`src/sgd_factorization_negative_sampling_core_defines.svh`:
```
// assertion macros for the sgd factorization core
`ifndef SGD_FACTORIZATION_NEGATIVE_SAMPLING_CORE_DEFINES_SVH
`define SGD_FACTORIZATION_NEGATIVE_SAMPLING_CORE_DEFINES_SVH
`ifndef NO_ASSERTIONS
// consequent holds in the same cycle as the antecedent
`define SGDNS_ASSERT_HOLDS(label, clk, rst, ante, cons) \
   label: assert property (@(posedge clk) disable iff (rst) (ante) |-> (cons)) \
      else $error("sgdns assertion failed");
// consequent holds in the cycle after the antecedent
`define SGDNS_ASSERT_NEXT(label, clk, rst, ante, cons) \
   label: assert property (@(posedge clk) disable iff (rst) (ante) |=> (cons)) \
      else $error("sgdns assertion failed");
`else
`define SGDNS_ASSERT_HOLDS(label, clk, rst, ante, cons)
`define SGDNS_ASSERT_NEXT(label, clk, rst, ante, cons)
`endif
`endif

```
`src/sgdns_pkg.sv`:
```
// shared types, constants and helper functions of the sgd factorization core
package sgdns_pkg;

   localparam int MAX_ROWS    = 4096;
   localparam int MAX_COLUMNS = 4096;
   localparam int MAX_DIM     = 128;

   localparam int ROW_W   = $clog2(MAX_ROWS);
   localparam int COL_W   = $clog2(MAX_COLUMNS);
   localparam int DIM_W   = $clog2(MAX_DIM);
   localparam int COUNT_W = 13;
   localparam int LEN_W   = $clog2(MAX_DIM + 1);
   localparam int WADDR_W = ROW_W + DIM_W;
   localparam int CADDR_W = COL_W + DIM_W;
   localparam int WDEPTH  = MAX_ROWS * MAX_DIM;
   localparam int CDEPTH  = MAX_COLUMNS * MAX_DIM;

   localparam int DIV_W   = 48;
   localparam int DVS_W   = 13;
   localparam int DCNT_W  = $clog2(DIV_W + 1);

   localparam int REQ_DATA_W  = 64;
   localparam int REQ_USER_W  = 3;
   localparam int RSP_DATA_W  = 32;
   localparam int CSR_INDEX_W = 3;
   localparam int CSR_DATA_W  = 16;

   localparam logic [34:0] LCG_MUL    = 35'h5DEECE66D;
   localparam logic [15:0] LCG_MUL16  = 16'hE66D;
   localparam logic [15:0] LCG_ADD16  = 16'd11;
   localparam logic [15:0] RATE_RESET = 16'd13107;
   // ceil(2^22/5), exact quotient by 5 for the 18-bit rate*4 after a shift by 22
   localparam logic [32:0] RATE_DIV5_MUL = 33'd838861;

   typedef enum logic [1:0] {
      ACT_TRAIN = 2'd0,
      ACT_PASS  = 2'd1,
      ACT_INIT  = 2'd2,
      ACT_READ  = 2'd3
   } action_type;

   localparam logic [CSR_INDEX_W-1:0] REG_LEARNING_RATE = 3'd0;
   localparam logic [CSR_INDEX_W-1:0] REG_PMI_NEGATIVES = 3'd1;
   localparam logic [CSR_INDEX_W-1:0] REG_ESA_NEGATIVES = 3'd2;
   localparam logic [CSR_INDEX_W-1:0] REG_PMI_COLUMNS   = 3'd3;
   localparam logic [CSR_INDEX_W-1:0] REG_ESA_COLUMNS   = 3'd4;
   localparam logic [CSR_INDEX_W-1:0] REG_WORD_ROWS     = 3'd5;
   localparam logic [CSR_INDEX_W-1:0] REG_VECTOR_LENGTH = 3'd6;

   typedef struct packed {
      logic             start;
      logic [DIV_W-1:0] dividend;
      logic [DVS_W-1:0] divisor;
   } div_req_type;

   typedef struct packed {
      logic             busy;
      logic             done;
      logic [DIV_W-1:0] quotient;
      logic [DVS_W-1:0] remainder;
   } div_rsp_type;

   function automatic logic signed [31:0] sat32(input logic signed [63:0] v);
      logic signed [31:0] r;
      if (v > 64'sd2147483647) begin
         r = 32'sh7FFFFFFF;
      end else if (v < -64'sd2147483648) begin
         r = 32'sh80000000;
      end else begin
         r = v[31:0];
      end
      return r;
   endfunction

   function automatic logic [COUNT_W-1:0] clamp_count(input logic [COUNT_W-1:0] v,
                                                      input logic [COUNT_W-1:0] bound);
      logic [COUNT_W-1:0] r;
      if (v == '0) begin
         r = COUNT_W'(1);
      end else if (v > bound) begin
         r = bound;
      end else begin
         r = v;
      end
      return r;
   endfunction

   function automatic logic [LEN_W-1:0] clamp_len(input logic [7:0] v);
      logic [LEN_W-1:0] r;
      if (v == 8'd0) begin
         r = LEN_W'(1);
      end else if (v > 8'(MAX_DIM)) begin
         r = LEN_W'(MAX_DIM);
      end else begin
         r = LEN_W'(v);
      end
      return r;
   endfunction

endpackage

```
`src/sgdns_mul.sv`:
```
// shared signed multiplier with a registered product
module sgdns_mul (
   input  logic                clock,
   input  logic signed [32:0]  op_a,
   input  logic signed [32:0]  op_b,
   output logic signed [65:0]  prod
);
   import sgdns_pkg::*;

   logic signed [65:0] prod_ff;
   logic signed [65:0] prod_in;

   assign prod_in = op_a * op_b;

   always_ff @(posedge clock) begin
      prod_ff <= prod_in;
   end

   assign prod = prod_ff;

endmodule

```
`config.mk`:
```
export PLATFORM = sky130hd
export DESIGN_NAME = sgdns_mul
export DESIGN_NICKNAME = d
export VERILOG_FILES = /design/src/sgd_factorization_negative_sampling_core_defines.svh /design/src/sgdns_pkg.sv /design/src/sgdns_mul.sv
export SDC_FILE = /design/constraint.sdc
export NUM_CORES = 2
export LEC_CHECK = 0
export ABC_AREA = 1
export BUFFER_PORTS_ARGS = -buffer_cell sky130_fd_sc_hd__buf_2
export CELL_PAD_IN_SITES_DETAIL_PLACEMENT = 1
export CELL_PAD_IN_SITES_GLOBAL_PLACEMENT = 1
export CORE_MARGIN = 2
export CORE_UTILIZATION = 50
export DETAILED_ROUTE_END_ITERATION = 16
export GPL_ROUTABILITY_DRIVEN = 0
export MAX_ROUTING_LAYER = met4
export PLACE_DENSITY_LB_ADDON = 0.25
export SLEW_MARGIN = 10
export SYNTH_ARGS = -nofsm -noshare
export SYNTH_HDL_FRONTEND = slang
export SYNTH_SLANG_ARGS = --single-unit
```
`constraint.sdc`:
```
create_clock -name clock -period 21 [get_ports clock]
set_input_delay 0 -clock clock [delete_from_list [all_inputs] [get_ports clock]]
set_output_delay 0 -clock clock [all_outputs]
set_load 0.02 [all_outputs]
```
Word-level counts from Yosys, hierarchy flattened
Index checks and enable logic that the tools add are counted.
- multipliers: 1
- operators with widths (operator ; number):
    33-bit by 33-bit multiplier with 66-bit output ; 1
- register bits after elaboration: 66

Depth between registers and ports, before layout
- depth in word-level cells: 1
- gate-level depth with buffers: 34

Worst setup path after synthesis
OpenSTA, ideal clock, no wires.
- path kind: input -> register
- start point: in op_a[32]
- end point: reg prod_ff[60], in the netlist prod[60]
- data arrival time: 6643 ps
- data required time: 20887 ps
- setup slack: 14244 ps
- stages on the path: 23
- path buffers: 2
- cells stage by stage: clkbuf_1 > clkbuf_1 > nand2_1 > inv_1 > fa_1 > fa_1 > fa_1 > fa_1 > inv_1 > fa_1 > fa_1 > fa_1 > fa_1 > inv_1 > ha_1 > nand2_1 > nor2_1 > inv_1 > nor3_1 > nand2_1 > and2_0 > nand4_1 > nand2_1
- word-level cells in the longest chain between the ends: 1
- ends and longest elaborated chain (what ; RTL line ; source):
    start, declared ; sgdns_mul.sv:4 ; input logic signed [32:0] op_a,
    33-bit by 33-bit multiplier with 66-bit output ; sgdns_mul.sv:13 ; assign prod_in = op_a * op_b;
    via prod_in[60] ; sgdns_mul.sv:11 ; logic signed [65:0] prod_in;
    end signal, assigned ; sgdns_mul.sv:16 ; prod_ff <= prod_in;
    end, declared ; sgdns_mul.sv:10 ; logic signed [65:0] prod_ff;
The timed path passes the listed nets, and every way through them passes these cells.

Worst setup path in the final report
Ends and elaborated chain as after synthesis.

==> impl_metrics.toml <==
[timing]
period_share = 0.362
min_period_ns = 7.61
worstMarginPinSlew_ns = 1.07
setup_viol_count_final = 0
tns_ns = 0
drv_slew = 0
grt_setup_unrepaired = "no"
hold_viol = 0
slew_headroom = 0.286
max_freq_mhz = 131

[global_route]
track_usage = 0.330
grt_start_max_net_pins = 35
grt_overflow = 0
antenna_found_initial = 4
grt_pass1_wl_um = 221000
grt_pass1_vias = 40822

[floorplan]
pin_count = 133
die_x_um = 298
start_util = 0.505
die-height_um = 298
coreArea_um2 = 85400
dieArea_um2 = 88700
placementRows = 107

[hold_path]
hold_depth = 3
min_to = "prod[0]"
hold_path.startpoint = "op_a[0]"
hold_path_class = "input port to flip-flop"

[setup_path]
critPathArrivalTime_ns = 7.87
start_kind = "input port"
path_max_fanout = 33
crit_path_max_incr_delay_ns = 1.32
crit_start = "op_a[32]"
required_ns = 21.26
crit_chain = "buf_2 -> nand2_1 -> inv_1 -> fa_1 -> fa_1 -> fa_1 -> fa_1 -> inv_1 -> fa_1 -> fa_1 -> fa_1 -> fa_1 -> inv_1 -> ha_1 -> nand2_1 -> nor2_1 -> inv_1 -> nor3_1 -> nand2_1 -> nor2_1 -> nand2_1 -> nand4_1 -> nand2_1"
critPathSlowestCell = "fa_1"
cp-end-kind = "flip-flop"
worst_path_most_repeated_cell = "fa_1"
worstSetupPathType = "input port to flip-flop"

[logic_synthesis]
netlist_instances = 5549
ys_async_sr_fraction = 0
synth-compound-area-share = 0.0134
synthAdderAreaFrac = 0.594
synth_area_leaders = "fa_1 (53%), inv_1 (16%), nand2_1 (13%)"
synth_top_area_share = 0.531
synth-warning-count = 0
synth.distinct_cells = 32
synthMuxAreaShare = 0
synth-main-ff-cell = "dfxtp_1"
synth_area_leader_cell = "fa_1"
netlist_area_um2 = 43200
synthSimpleGateAreaFrac = 0.166
syn_area_per_cell_um2 = 7.78
ys_ff_latch = 66
synth_xor_area_frac = 0.00791
synth_fp_nets = 6978
synth_edf_count = 0
yosysSeqAreaShare = 0.0306
synth_top_family_by_area = "adder cells"

[finish]
final_cell_area_um2 = 44800
largest_reg_flops = 66
drive_gt1_frac = 0.0434
area_growth_pct = 3.80
fillCellCount = 10761
fin_cells = 6609
finalNetCount = 6884

[clock_network]
cts_buffer_depth = 2
post_cts_buffers = 0
post_cts_resized = 0
postCtsHoldBufs = 0
htreeDepth = 3
clock-sinks = 66
clk_pin_slew_ns = 0.07
cts_buffers = 9
cts-root-buf = "clkbuf_16"
tritoncts = "yes"

[outcome]
outcome = "finished, final reports clean"

[detailed_routing]
drt_iter0_drc = 1657
drc = 0
wl_met3_um = 5830
antenna_left = 0
met2WireLength_um = 72200
drt-met1-wl_um = 50900
dr.pass1.iters = 5
vias = 33945
wl_um = 135000
viasPerCell = 5.14
dr.max_layer_used = "met4"
wl_per_cell_um = 20.4

[place]
port_buffers = 132
dp_hpwl_um = 114000
dp.cells = 6588
post_dp_cell_area_um2 = 44500

[job]
cap_violations = 0
-- worst max-delay path, delay by kind of cell --
| family | cells | cell delay [ns] |
|---|---|---|
| adders and majority gates | 9 | 5.58 |
| and+or+nand+nor | 9 | 1.16 |
| buffers and inverters | 5 | 1.07 |
-- cells in the mapped netlist, types with 5 or more instances --
master,n
a21oi_1,61
clkbuf_1,261
dfxtp_1,66
fa_1,1145
ha_1,217
inv_1,1896
inv_2,6
nand2_1,1523
nand2_2,15
nand3_1,70
nand3_2,8
nand4_1,19
nor2_1,125
nor2_2,22
nor3_1,8
nor4_1,5
o21ai_0,18
o21ai_1,6
o21bai_1,12
or2_2,5
xor2_1,35
-- layer usage --
metal | GRT usage | vias to the layer above
met5 | - | -
met1 | 0.376 | 17791
li1 | - | 14799
met3 | 0.0264 | 352
met2 | 0.605 | 1003
met4 | 0.126 | 0
-- layout by cell type (no fill, tap or decap), types with 5 or more instances in the layout --
| cell type | n |
|---|---|
| a21oi_1 | 61 |
| buf_2 | 132 |
| buf_4 | 26 |
| clkbuf_16 | 9 |
| dfxtp_1 | 66 |
| diode_2 | 5 |
| fa_1 | 1145 |
| ha_1 | 217 |
| inv_1 | 1896 |
| inv_2 | 6 |
| nand2_1 | 1523 |
| nand2_2 | 15 |
| nand3_1 | 70 |
| nand3_2 | 8 |
| nand4_1 | 19 |
| nor2_1 | 125 |
| nor2_2 | 22 |
| nor3_1 | 8 |
| nor4_1 | 5 |
| o21ai_0 | 18 |
| o21ai_1 | 6 |
| o21bai_1 | 12 |
| or2_2 | 5 |
| xor2_1 | 35 |
-- cell families (layout without fill, tap and decap cells) --
group	Yosys count	count (layout)
xor gates and xnor gates	39	39
DFF	66	66
adders and majority gates	1362	1362
AOI/OAI and AO/OA	105	105
and+or+nand+nor	1812	1812
buffers and inverters	2165	2076
other	0	5
-- stage by stage --
step            util  setup WS (ns)  hold slack [ns]
2_1_floorplan      -          14.24            0.264
3_5_place_dp   0.521          13.06            0.405
5_1_grt        0.525          13.00           0.0427
6_report       0.525          13.39           0.0399
4_1_cts        0.525          13.42           0.0303
3_3_place_gp   0.521          13.31            0.402
-- final cells by class --
type	count	area (µm²)	share of cell area
Antenna cell	5	12.5	0.000279
Clock buffer	10	239	0.00533
Clock inverter	6	90.1	0.00201
Inverter	1902	7140	0.159
Multi-Input combinational cell	3318	33700	0.753
Sequential cell	66	1320	0.0295
Tap cell	1144	1430	0.0319
Timing Repair Buffer	158	856	0.0191
-- worst max-delay path by stage --
stage          slack, ns  endpoint
3_3_place_gp       13.31  prod[65]
5_1_grt            13.00  prod[60]
3_5_place_dp       13.06  prod[64]
6_report           13.39  prod[60]
2_1_floorplan      14.24  prod[60]
4_1_cts            13.42  prod[64]
Power is not shown: default switching activity piles up to over one toggle a cycle in this logic, so the estimate is an artifact.
