<file path="config.mk">
export PLATFORM = sky130hd
export DESIGN_NAME = sgdns_div
export DESIGN_NICKNAME = d
export VERILOG_FILES = /design/src/sgd_factorization_negative_sampling_core_defines.svh /design/src/sgdns_pkg.sv /design/src/sgdns_div.sv
export SDC_FILE = /design/constraint.sdc
export NUM_CORES = 1
export LEC_CHECK = 0
export ABC_AREA = 1
export BUFFER_PORTS_ARGS = -buffer_cell sky130_fd_sc_hd__buf_2
export CORE_UTILIZATION = 56
export DETAILED_ROUTE_END_ITERATION = 6
export PLACE_DENSITY = 0.85
export SLEW_MARGIN = 30
export SYNTH_ARGS = -nofsm -noshare
export SYNTH_HDL_FRONTEND = slang
export SYNTH_SLANG_ARGS = --single-unit
</file>
<file path="constraint.sdc">
create_clock -name clock -period 6.1 [get_ports clock]
set_clock_uncertainty 0.15 [all_clocks]
set_input_delay 0.61 -clock clock [delete_from_list [all_inputs] [get_ports clock]]
set_output_delay 0.61 -clock clock [all_outputs]
set_load 0.005 [all_outputs]
</file>
<file path="src/sgd_factorization_negative_sampling_core_defines.svh">
// assertion macros for the sgd factorization core
`ifndef SGD_FACTORIZATION_NEGATIVE_SAMPLING_CORE_DEFINES_SVH
`define SGD_FACTORIZATION_NEGATIVE_SAMPLING_CORE_DEFINES_SVH
`ifndef NO_ASSERTIONS
// consequent holds in the same cycle as the antecedent
`define SGDNS_ASSERT_HOLDS(label, clk, rst, ante, cons) \
   label: assert property (@(posedge clk) disable iff (rst) (ante) |-> (cons)) \
      else $error("sgdns assertion failed");
// consequent holds in the cycle after the antecedent
`define SGDNS_ASSERT_NEXT(label, clk, rst, ante, cons) \
   label: assert property (@(posedge clk) disable iff (rst) (ante) |=> (cons)) \
      else $error("sgdns assertion failed");
`else
`define SGDNS_ASSERT_HOLDS(label, clk, rst, ante, cons)
`define SGDNS_ASSERT_NEXT(label, clk, rst, ante, cons)
`endif
`endif

</file>
<file path="src/sgdns_pkg.sv">
// shared types, constants and helper functions of the sgd factorization core
package sgdns_pkg;

   localparam int MAX_ROWS    = 4096;
   localparam int MAX_COLUMNS = 4096;
   localparam int MAX_DIM     = 128;

   localparam int ROW_W   = $clog2(MAX_ROWS);
   localparam int COL_W   = $clog2(MAX_COLUMNS);
   localparam int DIM_W   = $clog2(MAX_DIM);
   localparam int COUNT_W = 13;
   localparam int LEN_W   = $clog2(MAX_DIM + 1);
   localparam int WADDR_W = ROW_W + DIM_W;
   localparam int CADDR_W = COL_W + DIM_W;
   localparam int WDEPTH  = MAX_ROWS * MAX_DIM;
   localparam int CDEPTH  = MAX_COLUMNS * MAX_DIM;

   localparam int DIV_W   = 48;
   localparam int DVS_W   = 13;
   localparam int DCNT_W  = $clog2(DIV_W + 1);

   localparam int REQ_DATA_W  = 64;
   localparam int REQ_USER_W  = 3;
   localparam int RSP_DATA_W  = 32;
   localparam int CSR_INDEX_W = 3;
   localparam int CSR_DATA_W  = 16;

   localparam logic [34:0] LCG_MUL    = 35'h5DEECE66D;
   localparam logic [15:0] LCG_MUL16  = 16'hE66D;
   localparam logic [15:0] LCG_ADD16  = 16'd11;
   localparam logic [15:0] RATE_RESET = 16'd13107;
   // ceil(2^22/5), exact quotient by 5 for the 18-bit rate*4 after a shift by 22
   localparam logic [32:0] RATE_DIV5_MUL = 33'd838861;

   typedef enum logic [1:0] {
      ACT_TRAIN = 2'd0,
      ACT_PASS  = 2'd1,
      ACT_INIT  = 2'd2,
      ACT_READ  = 2'd3
   } action_type;

   localparam logic [CSR_INDEX_W-1:0] REG_LEARNING_RATE = 3'd0;
   localparam logic [CSR_INDEX_W-1:0] REG_PMI_NEGATIVES = 3'd1;
   localparam logic [CSR_INDEX_W-1:0] REG_ESA_NEGATIVES = 3'd2;
   localparam logic [CSR_INDEX_W-1:0] REG_PMI_COLUMNS   = 3'd3;
   localparam logic [CSR_INDEX_W-1:0] REG_ESA_COLUMNS   = 3'd4;
   localparam logic [CSR_INDEX_W-1:0] REG_WORD_ROWS     = 3'd5;
   localparam logic [CSR_INDEX_W-1:0] REG_VECTOR_LENGTH = 3'd6;

   typedef struct packed {
      logic             start;
      logic [DIV_W-1:0] dividend;
      logic [DVS_W-1:0] divisor;
   } div_req_type;

   typedef struct packed {
      logic             busy;
      logic             done;
      logic [DIV_W-1:0] quotient;
      logic [DVS_W-1:0] remainder;
   } div_rsp_type;

   function automatic logic signed [31:0] sat32(input logic signed [63:0] v);
      logic signed [31:0] r;
      if (v > 64'sd2147483647) begin
         r = 32'sh7FFFFFFF;
      end else if (v < -64'sd2147483648) begin
         r = 32'sh80000000;
      end else begin
         r = v[31:0];
      end
      return r;
   endfunction

   function automatic logic [COUNT_W-1:0] clamp_count(input logic [COUNT_W-1:0] v,
                                                      input logic [COUNT_W-1:0] bound);
      logic [COUNT_W-1:0] r;
      if (v == '0) begin
         r = COUNT_W'(1);
      end else if (v > bound) begin
         r = bound;
      end else begin
         r = v;
      end
      return r;
   endfunction

   function automatic logic [LEN_W-1:0] clamp_len(input logic [7:0] v);
      logic [LEN_W-1:0] r;
      if (v == 8'd0) begin
         r = LEN_W'(1);
      end else if (v > 8'(MAX_DIM)) begin
         r = LEN_W'(MAX_DIM);
      end else begin
         r = LEN_W'(v);
      end
      return r;
   endfunction

endpackage

</file>
<file path="src/sgdns_div.sv">
// shared restoring divider, one quotient bit per cycle
module sgdns_div (
   input  logic                      clock,
   input  logic                      reset,
   input  sgdns_pkg::div_req_type    req,
   output sgdns_pkg::div_rsp_type    rsp
);
   import sgdns_pkg::*;

   logic              busy_ff, busy_in;
   logic              done_ff, done_in;
   logic [DCNT_W-1:0] cnt_ff, cnt_in;
   logic [DIV_W-1:0]  dvd_ff, dvd_in;
   logic [DVS_W-1:0]  rem_ff, rem_in;
   logic [DVS_W-1:0]  dvs_ff, dvs_in;
   logic [DVS_W:0]    shifted;
   logic [DVS_W:0]    diff;
   logic              fits;

   assign shifted = {rem_ff, dvd_ff[DIV_W-1]};
   assign diff    = shifted - {1'b0, dvs_ff};
   assign fits    = (shifted >= {1'b0, dvs_ff});

   always_comb begin
      busy_in = busy_ff;
      done_in = 1'b0;
      cnt_in  = cnt_ff;
      dvd_in  = dvd_ff;
      rem_in  = rem_ff;
      dvs_in  = dvs_ff;
      if (req.start) begin
         busy_in = 1'b1;
         cnt_in  = DCNT_W'(DIV_W);
         dvd_in  = req.dividend;
         rem_in  = '0;
         dvs_in  = req.divisor;
      end else if (busy_ff) begin
         // quotient bits shift in where dividend bits leave
         dvd_in = {dvd_ff[DIV_W-2:0], fits};
         rem_in = fits ? diff[DVS_W-1:0] : shifted[DVS_W-1:0];
         cnt_in = cnt_ff - DCNT_W'(1);
         if (cnt_ff == DCNT_W'(1)) begin
            busy_in = 1'b0;
            done_in = 1'b1;
         end
      end
   end

   always_ff @(posedge clock) begin
      if (reset) begin
         busy_ff <= 1'b0;
         done_ff <= 1'b0;
         cnt_ff  <= '0;
      end else begin
         busy_ff <= busy_in;
         done_ff <= done_in;
         cnt_ff  <= cnt_in;
      end
      dvd_ff <= dvd_in;
      rem_ff <= rem_in;
      dvs_ff <= dvs_in;
   end

   assign rsp.busy      = busy_ff;
   assign rsp.done      = done_ff;
   assign rsp.quotient  = dvd_ff;
   assign rsp.remainder = rem_ff;

endmodule

</file>
Word level (Yosys, flattened, before mapping)
Index checks and enable logic that the tools add are counted.
{"block": "word_totals", "word_cells": 24, "regBits": 82, "inputBits": 64, "output_inout_bits": 63}
{"block": "op_classes", "magnitude_cmp": 1, "reduce_logical": 3, "n_addsub": 2, "n_mux": 9, "n_eq_ne": 1, "n_bitwise": 1}
{"op": "2-to-1 mux 48 bit", "count": 2}
{"op": ">= comparator 14 x 13 -> 1 bit", "count": 1}
{"op": "2-to-1 mux 13 bit", "count": 1}
{"op": "subtractor 13 bit", "count": 1}
{"op": "2-to-1 mux 6 bit", "count": 2}
{"op": "== test 6 x 1 -> 1 bit, second input constant", "count": 1}
{"op": "subtractor 6 x 1 -> 6 bit, second input constant", "count": 1}
{"op": "2-to-1 mux 1 bit", "count": 4}
{"op": "OR reduction 3 bit", "count": 1}
{"op": "nonzero test 2 bit", "count": 1}
{"op": "OR reduction 2 bit", "count": 1}
{"op": "inverter 1 bit", "count": 1}

Logic depth before layout (Yosys ltp)
Gate-level depths: netlist of run 1.
{"block": "depth", "ltp_word": 4, "mapped_depth": 14, "mapped_depth_nobuf": 13}

Worst setup path before layout of run 1
Ideal clock, no wire load.
{"block": "synth_timing", "kind": "input port to flip-flop", "startpoint": "input req[61] in the netlist's numbering", "endpoint": "register dvd_ff[0] (enable)", "path_buffers": 1, "cell_stages": 3, "required_time_ps": 5545, "setup_slack_ps": 3663, "setup_time_ps": 405, "arrival_ps": 1882, "path_cell_list": "clkbuf_1 > nor2_1 > inv_1"}
{"block": "synth_between", "elab_chain_cells": 1}
{"item": "start: declaration", "line_no": "sgdns_div.sv:5", "source": "input sgdns_pkg::div_req_type req,"}
{"item": "nonzero test 2 bit (no line)"}
{"item": "end signal: assignment", "line_no": "sgdns_div.sv:59", "source": "dvd_ff <= dvd_in;"}
{"item": "end: declaration", "line_no": "sgdns_div.sv:13", "source": "logic [DIV_W-1:0] dvd_ff, dvd_in;"}
No other way between the ends.
A chain may end at the register's enable or synchronous reset.

Final worst setup path of run 1
{"block": "layout_timing", "startpoint": "input req[61] in the netlist's numbering", "endpoint": "register dvd_ff[23] (enable)"}
The elaborated chain is that of the path after synthesis.

==> results of run 1 <==
## cell families (layout without fill, tap and decap cells)
family,count (synthesis),after routing,share of synthesized area [%]
buffers and inverters,88,213,8.18
and+or+nand+nor,316,316,31.1
xor gates and xnor gates,7,7,1.41
DFF,82,82,51.9
AOI/OAI and AO/OA,18,18,2.65
adders and majority gates,16,16,4.78
## critical path: cells and delay by family
kind | cells | cell delay [ps]
buffers and inverters | 3 | 1300
AND/OR/NAND/NOR | 1 | 620
## sequential cells by signal, indices dropped and copies added (netlist names)
signal and count:
rem_ff 13, done_ff 1, busy_ff 1, cnt_ff 6, dvs_ff 13, dvd_ff 48
## layer usage
metal  up-vias  GRT usage (%)
met5         -              0
met4         0           7.66
met3        12           5.67
met2       145           44.0
met1      1769           32.8
li1       1908              -
## power breakdown
| part | internal (mW) | switching, mW |
|---|---|---|
| clock | 0.186 | 0.188 |
| combinational | 0.0757 | 0.107 |
| sequential | 0.655 | 0.0281 |
| total | 0.917 | 0.323 |
## final timing paths
check / from / endpoint / slack [ps] / cells past startpoint
worst max-delay path: req[61] / dvd_ff[23]$_DFFE_PP_ / 3180 / 4
worst min-delay path: req[1] / dvs_ff[1]$_DFFE_PP_ / 290 / 1
worst max register to register: dvd_ff[47]$_DFFE_PP_ / rem_ff[6]$_SDFFE_PP0P_ / 3470 / 13
worst min register to register: cnt_ff[0]$_SDFFE_PP0P_ / cnt_ff[0]$_SDFFE_PP0P_ / 360 / 2
## cell usage in the layout (no fill, tap or decap), drive strengths merged, types with 5 or more instances in the layout
cell / Yosys / final
buf: 10 / 128
inv: 68 / 67
a21oi: 7 / 7
edfxtp: 61 / 61
o21ai: 7 / 7
nand2: 243 / 243
xnor2: 6 / 6
ha: 15 / 15
clkbuf: 9 / 10
nand4: 16 / 16
clkinv: 1 / 5
nor2: 22 / 22
dfxtp: 21 / 21
nand3: 28 / 28
## layout make-up
cell class	count	area, um2	area share, %
clock inverter	6	58.8	1.13
tap	99	124	2.38
inverter	69	260	5.00
sequential	82	2250	43.3
multi-input combinational	357	1740	33.3
clock buffer	10	128	2.45
timing repair buffer	128	646	12.4
## metrics by stage
| stage | power, mW | cell area, um2 |
|---|---|---|
| 3_5_place_dp | 0.874 | 5020 |
| 3_3_place_gp | 0.868 | 5020 |
| 4_1_cts | 1.24 | 5200 |
| 2_1_floorplan | 0.791 | 4340 |
| 5_1_grt | 1.29 | 5200 |
| 6_report | 1.24 | 5200 |
==> flow_summary.json, run 1 <==
{
  "outcome": "finished, final reports clean",
  "syn_nets": 607,
  "hold_ws_ps": 286,
  "htreeDepth": 3,
  "drc": 0,
  "worstHoldPathType": "primary input to register",
  "timing.final.crit_share_pct": 47.9,
  "synth_top_area_share_pct": 42.2,
  "grt_pass1_vias": 3634,
  "grt_pass1_wl_mm": 16.7,
  "critPathKind": "primary input to register",
  "antennaDiodeCount": 0,
  "wl_per_cell_um": 13.5,
  "fin_util_pct": 70.6,
  "fin_cells": 751,
  "dp_slack_ps": 3050,
  "p_leak_nw": 2.71,
  "synth-async-reset-ratio_pct": 0,
  "cts_resized": 0,
  "synth_area_leaders": "edfxtp_1, nand2_1, dfxtp_1, inv_1, ha_1",
  "syn-instance-count": 527,
  "clockBufferDepth": 2,
  "crit_required_ps": 5780,
  "finalSetupViolations": 0,
  "wl_met3_um": 734,
  "ys_warn_count": 0,
  "layout.nets": 727,
  "rows": 31,
  "place_congestion": 0.895,
  "fin_ws_ps": 3180,
  "maxCapViolCount": 0,
  "timing.final.crit_period_ps": 2920,
  "start_util_pct": 58.9,
  "synth_commonest_cells": "nand2_1, edfxtp_1, inv_1, dfxtp_1, nand3_1",
  "hold_buffers": 0,
  "die_area_um2": 8110,
  "synth_cell_types": 39,
  "wirelength_mm": 10.2,
  "rsz0062_at_grt": "false",
  "ys_seq_area_share_pct": 51.9,
  "drive_gt1_share_pct": 25.5,
  "die_w_um": 90.1,
  "peakVddDrop_v": 0.000197,
  "synth.most_common_cell": "nand2_1",
  "synth_edf_count": 61,
  "start_kind": "primary input",
  "cts_buffers": 9,
  "crit_arrival_ps": 2600,
  "crit_fanout": 65,
  "m1WireLength_mm": 4.27,
  "wl_met2_mm": 5.01,
  "overflow": 0,
  "cts-root-buf": "clkbuf_8",
  "cp_slowest_cell": "clkinv_2",
  "drt-pass1-iter-count": 5,
  "track_usage_pct": 25.8,
  "hold_viol": 0,
  "ys_ff_latch": 82,
  "crit_chain": "buf_2 -> buf_4 -> nor2_1 -> clkinv_2",
  "die_y_um": 90.1,
  "cts_tree": "done",
  "worst_pin_slew_ps": 871,
  "power.density_nw_per_um2": 238,
  "fmax_mhz": 343,
  "yosysTopAreaCell": "edfxtp_1",
  "maxSlewViolCount": 0,
  "syn_to_final_growth_pct": 19.8,
  "viasPerCell": 5.11,
  "clkSlewWorstSetupHoldPaths_ps": 80,
  "endpoint_kind": "register",
  "top_layer_used": "met4",
  "syn_area_um2": 4340,
  "cts_num_sinks": 82,
  "antenna_found_initial": 0,
  "postSynthAreaPerCell_um2": 8.24,
  "critPathMaxStageDelay_ps": 880,
  "hpwlAfterDp_mm": 7.50,
  "fillerInstances": 582,
  "grt_max_degree": 66,
  "ant_nets": 0,
  "worst_skew_pair.late_latency_ps": 350,
  "fin_setup_tns_ps": 0,
  "fp.coreArea_um2": 7370,
  "ios": 127,
  "dp_cells": 735,
  "vias": 3834,
  "first_iter_violations": 214,
  "slew-limit-headroom_pct": 41.9,
  "io_buffers": 126,
  "post-cts-setup-buffers": 0,
  "synthFlopType": "edfxtp_1"
}
Power figures use the tool's default switching activity.
==> run 2, diff against run 1 <==
ABC_AREA = 0   (was 1)
CORE_UTILIZATION = 51   (was 56)
PLACE_DENSITY = 0.8   (was 0.85)
clock period = 3 ns   (was 6.1 ns; I/O delays follow)
==> flow_summary.json, run 2 <==
{
  "clockBufferDepth": 2,
  "ys_warn_count": 0,
  "grt_pass1_vias": 3079,
  "crit_arrival_ps": 2730,
  "grt_pass1_wl_mm": 14.3,
  "hold_viol": 0,
  "endpoint_kind": "register",
  "fillerInstances": 605,
  "antenna_found_initial": 0,
  "synth_edf_count": 61,
  "crit_chain": "inv_1 -> ha_1 -> inv_1 -> fa_1 -> a211oi_1 -> o21ai_1 -> a21oi_2 -> a21o_1 -> nand2_1 -> mux2_2",
  "wl_per_cell_um": 15.7,
  "postSynthAreaPerCell_um2": 12.5,
  "ys_seq_area_share_pct": 54.6,
  "grtUsageMet1_pct": 27.7,
  "maxSlewViolCount": 0,
  "p_leak_nw": 2.23,
  "synth_cell_types": 52,
  "syn_to_final_growth_pct": 26.7,
  "ys_ff_latch": 82,
  "die_area_um2": 8450,
  "layout.nets": 549,
  "power.density_nw_per_um2": 565,
  "fmax_mhz": 360,
  "synth-async-reset-ratio_pct": 0,
  "peakVddDrop_v": 0.000270,
  "post-cts-setup-buffers": 0,
  "ios": 127,
  "drive_gt1_share_pct": 44.5,
  "die_y_um": 92.0,
  "timing.final.crit_period_ps": 2780,
  "clkSlewWorstSetupHoldPaths_ps": 80,
  "track_usage_pct": 21.9,
  "hpwlAfterDp_mm": 6.39,
  "crit_fanout": 8,
  "cp_common_cell": "inv_1",
  "outcome": "finished, final reports clean",
  "timing.final.crit_share_pct": 92.6,
  "top_usage_layer": "met2",
  "rows": 32,
  "wirelength_mm": 9.04,
  "cts_buffers": 9,
  "place_congestion": 0.860,
  "mostFrequentLayoutCells": "buf_2, edfxtp_1, mux2_2, nor2_1, dfxtp_1",
  "crit_required_ps": 2950,
  "drc": 0,
  "worstHoldPathType": "primary input to register",
  "cp.buffers_inverters": 2,
  "io_buffers": 126,
  "synth_commonest_cells": "edfxtp_1, mux2_2, nor2_1, dfxtp_1, inv_1",
  "synth_area_leaders": "edfxtp_1, mux2_2, dfxtp_1, ha_1, nor2_1",
  "hold_buffers": 13,
  "fin_util_pct": 67.3,
  "final_common_cell": "buf_2",
  "fin_setup_tns_ps": 0,
  "critPathKind": "register to register",
  "htreeDepth": 3,
  "start_kind": "register",
  "cts-root-buf": "clkbuf_8",
  "drt-pass1-iter-count": 5,
  "largest_register_ffs": 48,
  "worst_skew_pair.late_latency_ps": 360,
  "cts_num_sinks": 82,
  "synth_top_area_share_pct": 44.4,
  "cts_resized": 0,
  "syn_nets": 411,
  "first_iter_violations": 123,
  "yosysTopAreaCell": "edfxtp_1",
  "ant_nets": 0,
  "grt_max_degree": 85,
  "use_met2_pct": 36.0,
  "synth.most_common_cell": "edfxtp_1",
  "cp_slowest_cell": "fa_1",
  "slew-limit-headroom_pct": 65.9,
  "cts_tree": "done",
  "syn_area_um2": 4130,
  "use_met3_pct": 5.39,
  "regMostFlops": "dvd_ff",
  "fp.coreArea_um2": 7770,
  "antennaDiodeCount": 0,
  "fin_ws_ps": 223,
  "syn-instance-count": 331,
  "overflow": 0,
  "synthFlopType": "edfxtp_1",
  "rsz0062_at_grt": "false",
  "reg2reg_slack_ps": 220,
  "die_w_um": 92.0,
  "reg_top3": "dvd_ff (48), dvs_ff (13), rem_ff (13)",
  "viasPerCell": 5.47,
  "worst_pin_slew_ps": 504,
  "critPathMaxStageDelay_ps": 420,
  "vias": 3149,
  "finalSetupViolations": 0,
  "start_util_pct": 53.1,
  "dp_slack_ps": 251,
  "cpLargestDelayFamily": "compound AO/OA/AOI/OAI gates",
  "maxCapViolCount": 0
}
==> run 2: worst register-to-register path: stages, from the launching register on <==
cell      delay, ps
edfxtp_1        380
inv_1            80
ha_1            170
inv_1            50
fa_1            420
a211oi_1        250
o21ai_1         140
a21oi_2         150
a21o_1          300
nand2_1         150
mux2_2          280
==> run 2: routing by layer <==
metal,share of wire [%],wire (um)
met5,0,0
met1,42,3780
met2,50,4510
met3,7.0,634
met4,1.3,119
==> run 2: power breakdown <==
part           internal (mW)  switching (mW)  leakage [nW]
Clock                  0.476           0.420         0.109
Sequential              1.35          0.0656         0.783
Combinational          0.319           0.325          1.34
==> run 2: cell families after synthesis <==
group / after synthesis / share of synthesized area [%]
compound gates: 60 / 11.2
xor+xnor: 13 / 2.76
fa+ha+maj: 16 / 5.03
buf+inv: 37 / 3.79
flops: 82 / 54.6
mux: 50 / 13.6
simple gates: 73 / 9.01
==> run 2: per-stage QoR <==
step | cell area (um2) | total power [mW] | cells | hold slack [ps]
2_1_floorplan | 4130 | 1.83 | 331 | 249
3_3_place_gp | 4880 | 2.04 | 547 | 326
3_5_place_dp | 4880 | 2.06 | 547 | 328
4_1_cts | 5230 | 2.98 | 576 | 48.7
6_report | 5230 | 2.95 | 576 | 66.1
5_1_grt | 5230 | 3.09 | 576 | 71.7
==> run 2: area by class of cell <==
| type | instances | area (um2) | share of cell area, % |
|---|---|---|---|
| Clock inverter | 7 | 100 | 1.91 |
| Sequential cell | 82 | 2250 | 43.1 |
| Clock buffer | 9 | 124 | 2.37 |
| Inverter | 18 | 67.6 | 1.29 |
| Multi-Input combinational cell | 212 | 1720 | 32.8 |
| Tap cell | 102 | 128 | 2.44 |
| Timing Repair Buffer | 146 | 841 | 16.1 |
==> run 2: path summary, 6_finish.rpt <==
check             cells past startpoint                      to                    from
setup reg to reg                     10     dvd_ff[0]$_DFFE_PP_    dvd_ff[47]$_DFFE_PP_
hold reg to reg                       2  cnt_ff[1]$_SDFFE_PP0P_  cnt_ff[1]$_SDFFE_PP0P_
setup / recovery                     10     dvd_ff[0]$_DFFE_PP_    dvd_ff[47]$_DFFE_PP_
hold / removal                        2      busy_ff$_SDFF_PP0_                   reset
